$ cat config.mk
export PLATFORM = sky130hd
export DESIGN_NAME = rail_fence_transposer
export DESIGN_NICKNAME = d
export VERILOG_FILES = /design/src/design/rft_pkg.sv /design/src/design/rail_fence_transposer.sv /design/src/design/rft_ram.sv /design/src/design/rft_job_queue.sv /design/src/design/rft_loader.sv /design/src/design/rft_drain.sv
export SDC_FILE = /design/constraint.sdc
export NUM_CORES = 2
export LEC_CHECK = 0
export BUFFER_PORTS_ARGS = -buffer_cell sky130_fd_sc_hd__buf_2
export CORE_UTILIZATION = 60
export CTS_CLUSTER_SIZE = 28
export DETAILED_ROUTE_END_ITERATION = 12
export PLACE_DENSITY_LB_ADDON = 0.25
export SLEW_MARGIN = 20
export SYNTH_ARGS = -nofsm -noshare
export SYNTH_HDL_FRONTEND = slang
export SYNTH_HIERARCHICAL = 1
export SYNTH_SLANG_ARGS = --single-unit
$ cat constraint.sdc
create_clock -name aclk -period 14.2 [get_ports aclk]
set_clock_uncertainty 0.1 [all_clocks]
set_input_delay 3.55 -clock aclk [delete_from_list [all_inputs] [get_ports aclk]]
set_output_delay 3.55 -clock aclk [all_outputs]
set_load 0.05 [all_outputs]
$ cat src/design/rft_pkg.sv
// Shared constants and types for the rail fence transposer.
// No dependencies; imported by every module of the block but rft_ram.
package rft_pkg;

    localparam int RFT_MAX_LEN   = 64;
    localparam int RFT_BYTE_W    = 8;
    localparam int RFT_LEN_W     = 7;
    localparam int RFT_ROWS_W    = 7;
    localparam int RFT_NUM_BANKS = 2;

    localparam logic [RFT_ROWS_W-1:0] RFT_ROWS_RESET = 7'd3;

    // One finished message waiting to be read out of its bank
    typedef struct packed {
        logic                  bank;
        logic [RFT_LEN_W-1:0]  len;
        logic [RFT_ROWS_W-1:0] rows;
        logic                  ovf;
    } rft_job_t;

endpackage

$ cat src/design/rail_fence_transposer.sv
// Top level of the rail fence transposer: loader, job queue, drain, and a
// double-banked message RAM. Depends on rft_pkg and all rft_* modules.
//
//  port group  | dir | handshake        | payload
//  ------------+-----+------------------+-------------------------------------
//  s_*         | in  | s_valid/s_ready  | s_in_byte[7:0], s_in_last
//  m_*         | out | m_valid/m_ready  | m_out_byte[7:0], m_out_last, m_overflow
//  cfg_*       | in  | cfg_wr_en        | cfg_wr_data[6:0] (row count)
//
// Loading takes one input byte per cycle while s_ready is high. Draining reads
// one byte per cycle through the single read port of the message RAM, stalling
// while the output queue is full and skipping zigzag slots past the message end;
// read data passes the RAM output register, then the output queue, to m_*.
// Two RAM banks let the next message load while one drains; s_ready drops only
// while both banks hold messages not yet read out.
// Reset clears the counters, queues and flags at once; no clearing pass.
module rail_fence_transposer
    import rft_pkg::*;
#(
    parameter int MAX_LEN = RFT_MAX_LEN
) (
    input  logic                  aclk,
    input  logic                  aresetn,
    input  logic                  s_valid,
    output logic                  s_ready,
    input  logic [RFT_BYTE_W-1:0] s_in_byte,
    input  logic                  s_in_last,
    output logic                  m_valid,
    input  logic                  m_ready,
    output logic [RFT_BYTE_W-1:0] m_out_byte,
    output logic                  m_out_last,
    output logic                  m_overflow,
    input  logic                  cfg_wr_en,
    input  logic [RFT_ROWS_W-1:0] cfg_wr_data
);

    // each bank spans a power-of-two address range so {bank, offset} stays in range
    localparam int RAM_DEPTH = RFT_NUM_BANKS * (2 ** $clog2(MAX_LEN));
    localparam int RAW       = $clog2(RAM_DEPTH);

    logic                  ram_wr_en;
    logic [RAW-1:0]        ram_wr_addr;
    logic [RFT_BYTE_W-1:0] ram_wr_data;
    logic                  ram_rd_en;
    logic [RAW-1:0]        ram_rd_addr;
    logic [RFT_BYTE_W-1:0] ram_rd_data;

    logic     q_push, q_pop, q_full, q_valid;
    rft_job_t q_push_job, q_head_job;

    rft_loader #(
        .MAX_LEN(MAX_LEN)
    ) u_loader (
        .aclk        (aclk),
        .aresetn     (aresetn),
        .s_valid     (s_valid),
        .s_ready     (s_ready),
        .s_in_byte   (s_in_byte),
        .s_in_last   (s_in_last),
        .cfg_wr_en   (cfg_wr_en),
        .cfg_wr_data (cfg_wr_data),
        .ram_wr_en   (ram_wr_en),
        .ram_wr_addr (ram_wr_addr),
        .ram_wr_data (ram_wr_data),
        .q_full      (q_full),
        .q_push      (q_push),
        .q_job       (q_push_job)
    );

    rft_job_queue u_job_queue (
        .aclk       (aclk),
        .aresetn    (aresetn),
        .push       (q_push),
        .push_job   (q_push_job),
        .pop        (q_pop),
        .head_valid (q_valid),
        .head_job   (q_head_job),
        .full       (q_full)
    );

    rft_ram #(
        .WIDTH(RFT_BYTE_W),
        .DEPTH(RAM_DEPTH)
    ) u_ram (
        .aclk    (aclk),
        .wr_en   (ram_wr_en),
        .wr_addr (ram_wr_addr),
        .wr_data (ram_wr_data),
        .rd_en   (ram_rd_en),
        .rd_addr (ram_rd_addr),
        .rd_data (ram_rd_data)
    );

    rft_drain #(
        .MAX_LEN(MAX_LEN)
    ) u_drain (
        .aclk        (aclk),
        .aresetn     (aresetn),
        .q_valid     (q_valid),
        .q_job       (q_head_job),
        .q_pop       (q_pop),
        .ram_rd_en   (ram_rd_en),
        .ram_rd_addr (ram_rd_addr),
        .ram_rd_data (ram_rd_data),
        .m_valid     (m_valid),
        .m_ready     (m_ready),
        .m_out_byte  (m_out_byte),
        .m_out_last  (m_out_last),
        .m_overflow  (m_overflow)
    );

endmodule

$ cat src/design/rft_ram.sv
// Generic single-write, single-read RAM with registered read data.
// No dependencies.
module rft_ram #(
    parameter int WIDTH = 8,
    parameter int DEPTH = 128
) (
    input  logic                     aclk,
    input  logic                     wr_en,
    input  logic [$clog2(DEPTH)-1:0] wr_addr,
    input  logic [WIDTH-1:0]         wr_data,
    input  logic                     rd_en,
    input  logic [$clog2(DEPTH)-1:0] rd_addr,
    output logic [WIDTH-1:0]         rd_data
);

    logic [WIDTH-1:0] mem [DEPTH];

    always_ff @(posedge aclk) begin
        if (wr_en) begin
            mem[wr_addr] <= wr_data;
        end
        if (rd_en) begin
            rd_data <= mem[rd_addr];
        end
    end

endmodule

$ cat src/design/rft_job_queue.sv
// Two-entry queue of finished message descriptors between loader and drain.
// Depends on rft_pkg.
module rft_job_queue
    import rft_pkg::*;
(
    input  logic     aclk,
    input  logic     aresetn,
    input  logic     push,
    input  rft_job_t push_job,
    input  logic     pop,
    output logic     head_valid,
    output rft_job_t head_job,
    output logic     full
);

    logic [1:0] count_reg, count_next;
    rft_job_t   e0_reg, e1_reg;
    logic [1:0] after_pop;

    assign head_valid = (count_reg != 2'd0);
    assign head_job   = e0_reg;
    assign full       = (count_reg == 2'd2);
    assign after_pop  = count_reg - {1'b0, pop};

    always_comb begin
        count_next = after_pop + {1'b0, push};
    end

    always_ff @(posedge aclk) begin
        if (!aresetn) begin
            count_reg <= 2'd0;
        end else begin
            count_reg <= count_next;
        end
    end

    always_ff @(posedge aclk) begin
        if (pop) begin
            e0_reg <= e1_reg;
        end
        if (push) begin
            if (after_pop == 2'd0) begin
                e0_reg <= push_job;
            end else begin
                e1_reg <= push_job;
            end
        end
    end

    a_no_push_full: assert property (@(posedge aclk) disable iff (!aresetn)
        (push && full) |-> pop)
        else $error("job pushed into a full queue");

    a_no_pop_empty: assert property (@(posedge aclk) disable iff (!aresetn)
        pop |-> head_valid)
        else $error("job popped from an empty queue");

    a_count_bound: assert property (@(posedge aclk) disable iff (!aresetn)
        count_reg != 2'd3)
        else $error("job queue count out of range");

endmodule

$ cat src/design/rft_loader.sv
// Front end: takes input transactions, writes bytes into the current bank,
// tracks overflow and hands a descriptor to the job queue on the last byte.
// Depends on rft_pkg.
module rft_loader
    import rft_pkg::*;
#(
    parameter int MAX_LEN = RFT_MAX_LEN
) (
    input  logic                            aclk,
    input  logic                            aresetn,
    input  logic                            s_valid,
    output logic                            s_ready,
    input  logic [RFT_BYTE_W-1:0]           s_in_byte,
    input  logic                            s_in_last,
    input  logic                            cfg_wr_en,
    input  logic [RFT_ROWS_W-1:0]           cfg_wr_data,
    output logic                            ram_wr_en,
    output logic [$clog2(MAX_LEN):0]        ram_wr_addr,
    output logic [RFT_BYTE_W-1:0]           ram_wr_data,
    input  logic                            q_full,
    output logic                            q_push,
    output rft_job_t                        q_job
);

    localparam int AW = $clog2(MAX_LEN);
    localparam int LW = $clog2(MAX_LEN + 1);

    logic [LW-1:0]         cnt_reg, cnt_next;
    logic                  bank_reg, bank_next;
    logic                  ovf_reg, ovf_next;
    logic [RFT_ROWS_W-1:0] rows_reg;
    logic                  accept;
    logic                  has_room;
    logic [LW-1:0]         cnt_inc;

    // A free bank exists whenever the queue has room for another message
    assign s_ready  = !q_full;
    assign accept   = s_valid && s_ready;
    assign has_room = (cnt_reg < LW'(MAX_LEN));
    assign cnt_inc  = has_room ? cnt_reg + LW'(1) : cnt_reg;

    assign ram_wr_en   = accept && has_room;
    assign ram_wr_addr = {bank_reg, cnt_reg[AW-1:0]};
    assign ram_wr_data = s_in_byte;

    assign q_push   = accept && s_in_last;
    assign q_job.bank = bank_reg;
    assign q_job.len  = RFT_LEN_W'(cnt_inc);
    assign q_job.rows = rows_reg;
    assign q_job.ovf  = ovf_next;

    always_comb begin
        cnt_next  = cnt_reg;
        bank_next = bank_reg;
        ovf_next  = ovf_reg;
        if (accept) begin
            if (!has_room) begin
                ovf_next = 1'b1;
            end
            if (s_in_last) begin
                cnt_next  = '0;
                bank_next = !bank_reg;
            end else begin
                cnt_next = cnt_inc;
            end
        end
    end

    always_ff @(posedge aclk) begin
        if (!aresetn) begin
            cnt_reg  <= '0;
            bank_reg <= 1'b0;
            ovf_reg  <= 1'b0;
            rows_reg <= RFT_ROWS_RESET;
        end else begin
            cnt_reg  <= cnt_next;
            bank_reg <= bank_next;
            ovf_reg  <= ovf_next;
            if (cfg_wr_en) begin
                rows_reg <= cfg_wr_data;
            end
        end
    end

endmodule

$ cat src/design/rft_drain.sv
// Back end: walks the zigzag order of the message at the queue head, reads
// its bank and feeds a two-entry output queue to the result channel.
// Depends on rft_pkg.
module rft_drain
    import rft_pkg::*;
#(
    parameter int MAX_LEN = RFT_MAX_LEN
) (
    input  logic                     aclk,
    input  logic                     aresetn,
    input  logic                     q_valid,
    input  rft_job_t                 q_job,
    output logic                     q_pop,
    output logic                     ram_rd_en,
    output logic [$clog2(MAX_LEN):0] ram_rd_addr,
    input  logic [RFT_BYTE_W-1:0]    ram_rd_data,
    output logic                     m_valid,
    input  logic                     m_ready,
    output logic [RFT_BYTE_W-1:0]    m_out_byte,
    output logic                     m_out_last,
    output logic                     m_overflow
);

    localparam int AW = $clog2(MAX_LEN);
    localparam int LW = $clog2(MAX_LEN + 1);
    localparam int BW = $clog2(3 * MAX_LEN);
    localparam int CW = (BW > RFT_LEN_W) ? BW : RFT_LEN_W;

    typedef struct packed {
        logic [RFT_BYTE_W-1:0] data;
        logic                  last;
        logic                  ovf;
    } rft_out_t;

    logic                  busy_reg, busy_next;
    logic                  pass_reg, pass_next;
    logic [RFT_ROWS_W-1:0] rlast_reg, rlast_next;
    logic [BW-1:0]         per_reg, per_next;
    logic [RFT_ROWS_W-1:0] row_reg, row_next;
    logic [BW-1:0]         base_reg, base_next;
    logic                  phase_reg, phase_next;
    logic [LW-1:0]         issued_reg, issued_next;

    logic                  pend_reg, pend_last_reg, pend_ovf_reg;
    logic [1:0]            ocnt_reg, ocnt_next;
    rft_out_t              o0_reg, o1_reg;

    logic [RFT_ROWS_W-1:0] rows_eff;
    logic [RFT_ROWS_W:0]   per_wide;
    logic                  middle;
    logic [BW-1:0]         cand;
    logic                  cand_ok;
    logic                  can_issue;
    logic                  issue;
    logic                  step;
    logic                  is_last;
    logic                  pop_out;
    logic [1:0]            occ;
    logic [1:0]            ocnt_after_pop;
    logic [BW-1:0]         base_adv;
    rft_out_t              push_ent;

    // per-message setup, from the descriptor at the queue head
    assign rows_eff = (q_job.rows == '0) ? RFT_ROWS_W'(1) : q_job.rows;
    assign per_wide = {rows_eff - RFT_ROWS_W'(1), 1'b0};

    assign middle = (row_reg != '0) && (row_reg != rlast_reg);

    always_comb begin
        if (pass_reg) begin
            cand = BW'(issued_reg);
        end else if (middle && phase_reg) begin
            cand = base_reg + per_reg - BW'(row_reg);
        end else if (row_reg == '0) begin
            cand = base_reg;
        end else begin
            cand = base_reg + BW'(row_reg);
        end
    end

    assign cand_ok  = (CW'(cand) < CW'(q_job.len));
    assign is_last  = (RFT_LEN_W'(issued_reg) == q_job.len - RFT_LEN_W'(1));
    assign base_adv = base_reg + per_reg;

    // room in the output queue counting the read in flight
    assign pop_out   = m_valid && m_ready;
    assign occ       = ocnt_reg + {1'b0, pend_reg};
    assign can_issue = (occ < 2'd2) || ((occ == 2'd2) && pop_out);

    assign issue = busy_reg && cand_ok && can_issue;
    assign step  = busy_reg && (!cand_ok || can_issue);
    assign q_pop = issue && is_last;

    assign ram_rd_en   = issue;
    assign ram_rd_addr = {q_job.bank, cand[AW-1:0]};

    always_comb begin
        busy_next   = busy_reg;
        pass_next   = pass_reg;
        rlast_next  = rlast_reg;
        per_next    = per_reg;
        row_next    = row_reg;
        base_next   = base_reg;
        phase_next  = phase_reg;
        issued_next = issued_reg;
        if (!busy_reg) begin
            if (q_valid) begin
                busy_next   = 1'b1;
                pass_next   = (rows_eff == RFT_ROWS_W'(1)) || (q_job.len <= rows_eff);
                rlast_next  = rows_eff - RFT_ROWS_W'(1);
                per_next    = BW'(per_wide);
                row_next    = '0;
                base_next   = '0;
                phase_next  = 1'b0;
                issued_next = '0;
            end
        end else if (step) begin
            if (issue) begin
                issued_next = issued_reg + LW'(1);
                if (is_last) begin
                    busy_next = 1'b0;
                end
            end
            if (!pass_reg) begin
                if (middle && !phase_reg) begin
                    phase_next = 1'b1;
                end else begin
                    phase_next = 1'b0;
                    if (CW'(base_adv) >= CW'(q_job.len)) begin
                        base_next = '0;
                        row_next  = row_reg + RFT_ROWS_W'(1);
                    end else begin
                        base_next = base_adv;
                    end
                end
            end
        end
    end

    assign ocnt_after_pop = ocnt_reg - {1'b0, pop_out};
    assign push_ent.data  = ram_rd_data;
    assign push_ent.last  = pend_last_reg;
    assign push_ent.ovf   = pend_ovf_reg;

    always_comb begin
        ocnt_next = ocnt_after_pop + {1'b0, pend_reg};
    end

    always_ff @(posedge aclk) begin
        if (!aresetn) begin
            busy_reg <= 1'b0;
            pend_reg <= 1'b0;
            ocnt_reg <= 2'd0;
        end else begin
            busy_reg <= busy_next;
            pend_reg <= issue;
            ocnt_reg <= ocnt_next;
        end
    end

    always_ff @(posedge aclk) begin
        pass_reg      <= pass_next;
        rlast_reg     <= rlast_next;
        per_reg       <= per_next;
        row_reg       <= row_next;
        base_reg      <= base_next;
        phase_reg     <= phase_next;
        issued_reg    <= issued_next;
        pend_last_reg <= is_last;
        pend_ovf_reg  <= q_job.ovf;
        if (pop_out) begin
            o0_reg <= o1_reg;
        end
        if (pend_reg) begin
            if (ocnt_after_pop == 2'd0) begin
                o0_reg <= push_ent;
            end else begin
                o1_reg <= push_ent;
            end
        end
    end

    assign m_valid    = (ocnt_reg != 2'd0);
    assign m_out_byte = o0_reg.data;
    assign m_out_last = o0_reg.last;
    assign m_overflow = o0_reg.ovf;

    a_busy_has_job: assert property (@(posedge aclk) disable iff (!aresetn)
        busy_reg |-> q_valid)
        else $error("drain busy without a queued message");

    a_out_room: assert property (@(posedge aclk) disable iff (!aresetn)
        occ <= 2'd2)
        else $error("output queue overrun");

    a_issue_bound: assert property (@(posedge aclk) disable iff (!aresetn)
        busy_reg |-> (RFT_LEN_W'(issued_reg) < q_job.len))
        else $error("more bytes issued than the message holds");

    a_pop_ends: assert property (@(posedge aclk) disable iff (!aresetn)
        q_pop |=> !busy_reg)
        else $error("drain still busy after its message was retired");

endmodule

==> impl_metrics.ini <==
[critical_path]
path_buf_inv = 3
slowest_delay_ns = 0.81
timing.critical_path.mode_cell = ha_1
slowest_stage = and3_1
crit_chain = inv_1 -> ha_1 -> or2b_2 -> or2_0 -> a211oi_1 -> a21oi_1 -> o21ai_4 -> buf_4 -> ha_1 -> o21a_1 -> o211ai_1 -> a2111o_1 -> nand4b_1 -> a21oi_1 -> and3_1 -> ha_1 -> inv_1 -> o21a_1
required_ns = 14.38
critPathKind = register to register
cp.arrival_ns = 6.83
crit_family = compound AO/OA/AOI/OAI gates
start_kind = register
path_max_fanout = 54
critPathCaptureType = register

[cells_and_area]
final_common_cell = edfxtp_1
syn_to_final_growth_pct = 10.31
fin_util_pct = 67.14
final_area_um2 = 51160
nets = 2400
n_fill_cell = 4781
fin_cells = 3450
final_cell_mix = edfxtp_1, mux4_2, nor2_1, clkbuf_16, ha_1
drive_gt1_share_pct = 26.21
largest_register_ffs = 1024

[sta]
rsz0062_at_grt = false
fmax_ghz = 0.1503
maxSlewHeadroom_pct = 25.01
drv_slew = 0
fin_crit_sh_pct = 46.85
hold_viol = 0
fin_crit_ns = 6.653
holdWs_ns = 0.2606
finalSetupViolCount = 0
worst_slew_pin_slew_ns = 1.125
postLayoutSetupSlackWorst_ns = 7.547
totalNegativeSetupSlack_ns = 0

[flow_run]
cap_violations = 0

[synth]
synth_nets = 2343
synth_cells = 2267
ys_ff_latch = 1139
synthArstFlopShare_pct = 0
synth_edf_count = 1089
synth_cell_types = 72
synth_warnings = 6
synth_top_flop_cell = edfxtp_1
seq_area_frac_synth_pct = 72.67
syn_area_um2 = 46380
syn_avg_cell_area_um2 = 20.46

[detailed_routing]
ant_nets = 0
routed_via_density = 6.518
dr.pass1.iters = 6
vias = 22490
totalWireLength_um = 100800
drc_errors = 0
wire_per_inst_um = 29.23
drtIter0Drc = 2641

[pwr]
p_per_area_nw_per_um2 = 160.2
power_mw = 8.194
ir_worst_vdd_mv = 0.1335
p_leak_nw = 16.35

[floorplan]
initial_utilization_pct = 60.86
dieHeight_um = 280.0
die_w_um = 280.0
fp.coreArea_um2 = 76200
boundaryPins = 33
dieArea_um2 = 78410
placementRows = 101

[clock_network]
cts_resized = 0
ctsHoldBuffers = 0
cts_tree = done
clockBufferDepth = 3
cts_made_buffers = 111
root_buffer = clkbuf_16
postCtsSetupRepairBufs = 0
clk_latency_ns = 0.68
path_clk_slew_ns = 0.06
clock-sinks = 1139
htree_levels = 3

[placement]
gp_congestion = 0.8539
pre_cts_slack_ns = 7.003
placed_area_um2 = 47540
port_buffers = 32
dp_hpwl_um = 60760
dp_cells = 3240

[global_routing]
grt_max_degree = 145
use_met3_pct = 6.137
grt_use_total_pct = 26.45
grt_pass1_vias = 22600
grt_pass1_wl_um = 148900
grt-busiest-layer = met2
antenna_found_initial = 5
use_met2_pct = 40.68
overflow = 0
grt_util_met1_pct = 37.96

[min_path]
hold_class = register to register

[run_status]
status = finished, final reports clean
## cell usage after synthesis (all sizes together), types with 5 or more instances
cell	count	share of area, %
a21oi	33	0.36
xnor2	31	0.59
o21ai	23	0.25
nand3	26	0.28
buf	70	0.97
nor3	21	0.23
o21bai	5	0.081
mux4	336	16
nand3b	7	0.14
nor2	174	1.4
and3	7	0.10
dfxtp	50	2.2
a31oi	5	0.081
a21o	15	0.25
and2	19	0.26
o21a	5	0.081
nand4	6	0.081
edfxtp	1089	71
mux2i	20	0.43
xor2	20	0.38
nor2b	14	0.19
nand2	35	0.29
a211oi	8	0.13
ha	52	1.4
nand2b	6	0.081
inv	44	0.36
clkbuf	56	0.47
mux2	41	1.2
## final timing paths
check,from,to,slack (ns),cells after the start
max,u_drain/row_reg[1]$_SDFFCE_PN0P_,u_job_queue/e1_reg[11]$_DFFE_PP_,7.55,18
min,u_job_queue/head_job[0]$_DFF_P_,u_drain/pend_ovf_reg$_DFF_P_,0.26,0
max reg2reg,u_drain/row_reg[1]$_SDFFCE_PN0P_,u_job_queue/e1_reg[11]$_DFFE_PP_,7.55,18
min reg2reg,u_job_queue/head_job[0]$_DFF_P_,u_drain/pend_ovf_reg$_DFF_P_,0.26,0
## area by class of cell
| class | instances | area, um2 | share of cell area (%) |
|---|---|---|---|
| multi-input cells | 958 | 11910 | 23.27 |
| well taps | 1030 | 1289 | 2.519 |
| clock buffers | 151 | 3030 | 5.923 |
| diodes | 1 | 2.502 | 0.004891 |
| flip-flops and latches | 1139 | 33700 | 65.88 |
| inverters | 44 | 165.2 | 0.3228 |
| clock inverters | 57 | 551.8 | 1.079 |
| repair buffers | 70 | 514.2 | 1.005 |
## power by group
group	internal, mW	switching (mW)	total [mW]
Combinational	0.691	0.834	1.52
Sequential	3.74	0.0520	3.79
Clock	1.67	1.20	2.88
## per-layer routing
metal | wire, um | part of all wire, %
met2 | 48150 | 48
met1 | 39900 | 40
met5 | 18 | 0.018
met3 | 9630 | 9.6
met4 | 3124 | 3.1
## worst register-to-register path, cell delays in order, from the launching register on
cell and delay [ns]:
edfxtp_1 0.50, inv_1 0.19, ha_1 0.17, or2b_2 0.32, or2_0 0.57, a211oi_1 0.36
a21oi_1 0.11, o21ai_4 0.18, buf_4 0.62, ha_1 0.38, o21a_1 0.18, o211ai_1 0.18
a2111o_1 0.16, nand4b_1 0.13, a21oi_1 0.20, and3_1 0.81, ha_1 0.41, inv_1 0.09
o21a_1 0.61
## cells by family (layout without fill, tap and decap cells)
family	after synthesis	after routing	share of synthesized area, %
XOR/XNOR	52	52	1.012
buffers and inverters	170	322	1.805
AO/OA/AOI/OAI	119	119	1.692
multiplexers	397	397	17.91
AND/OR/NAND/NOR	334	334	3.378
flip-flops	1139	1139	72.67
adder cells (fa/ha/maj)	55	55	1.532
other	1	2	0.008086
Power figures use the tool's default switching activity.
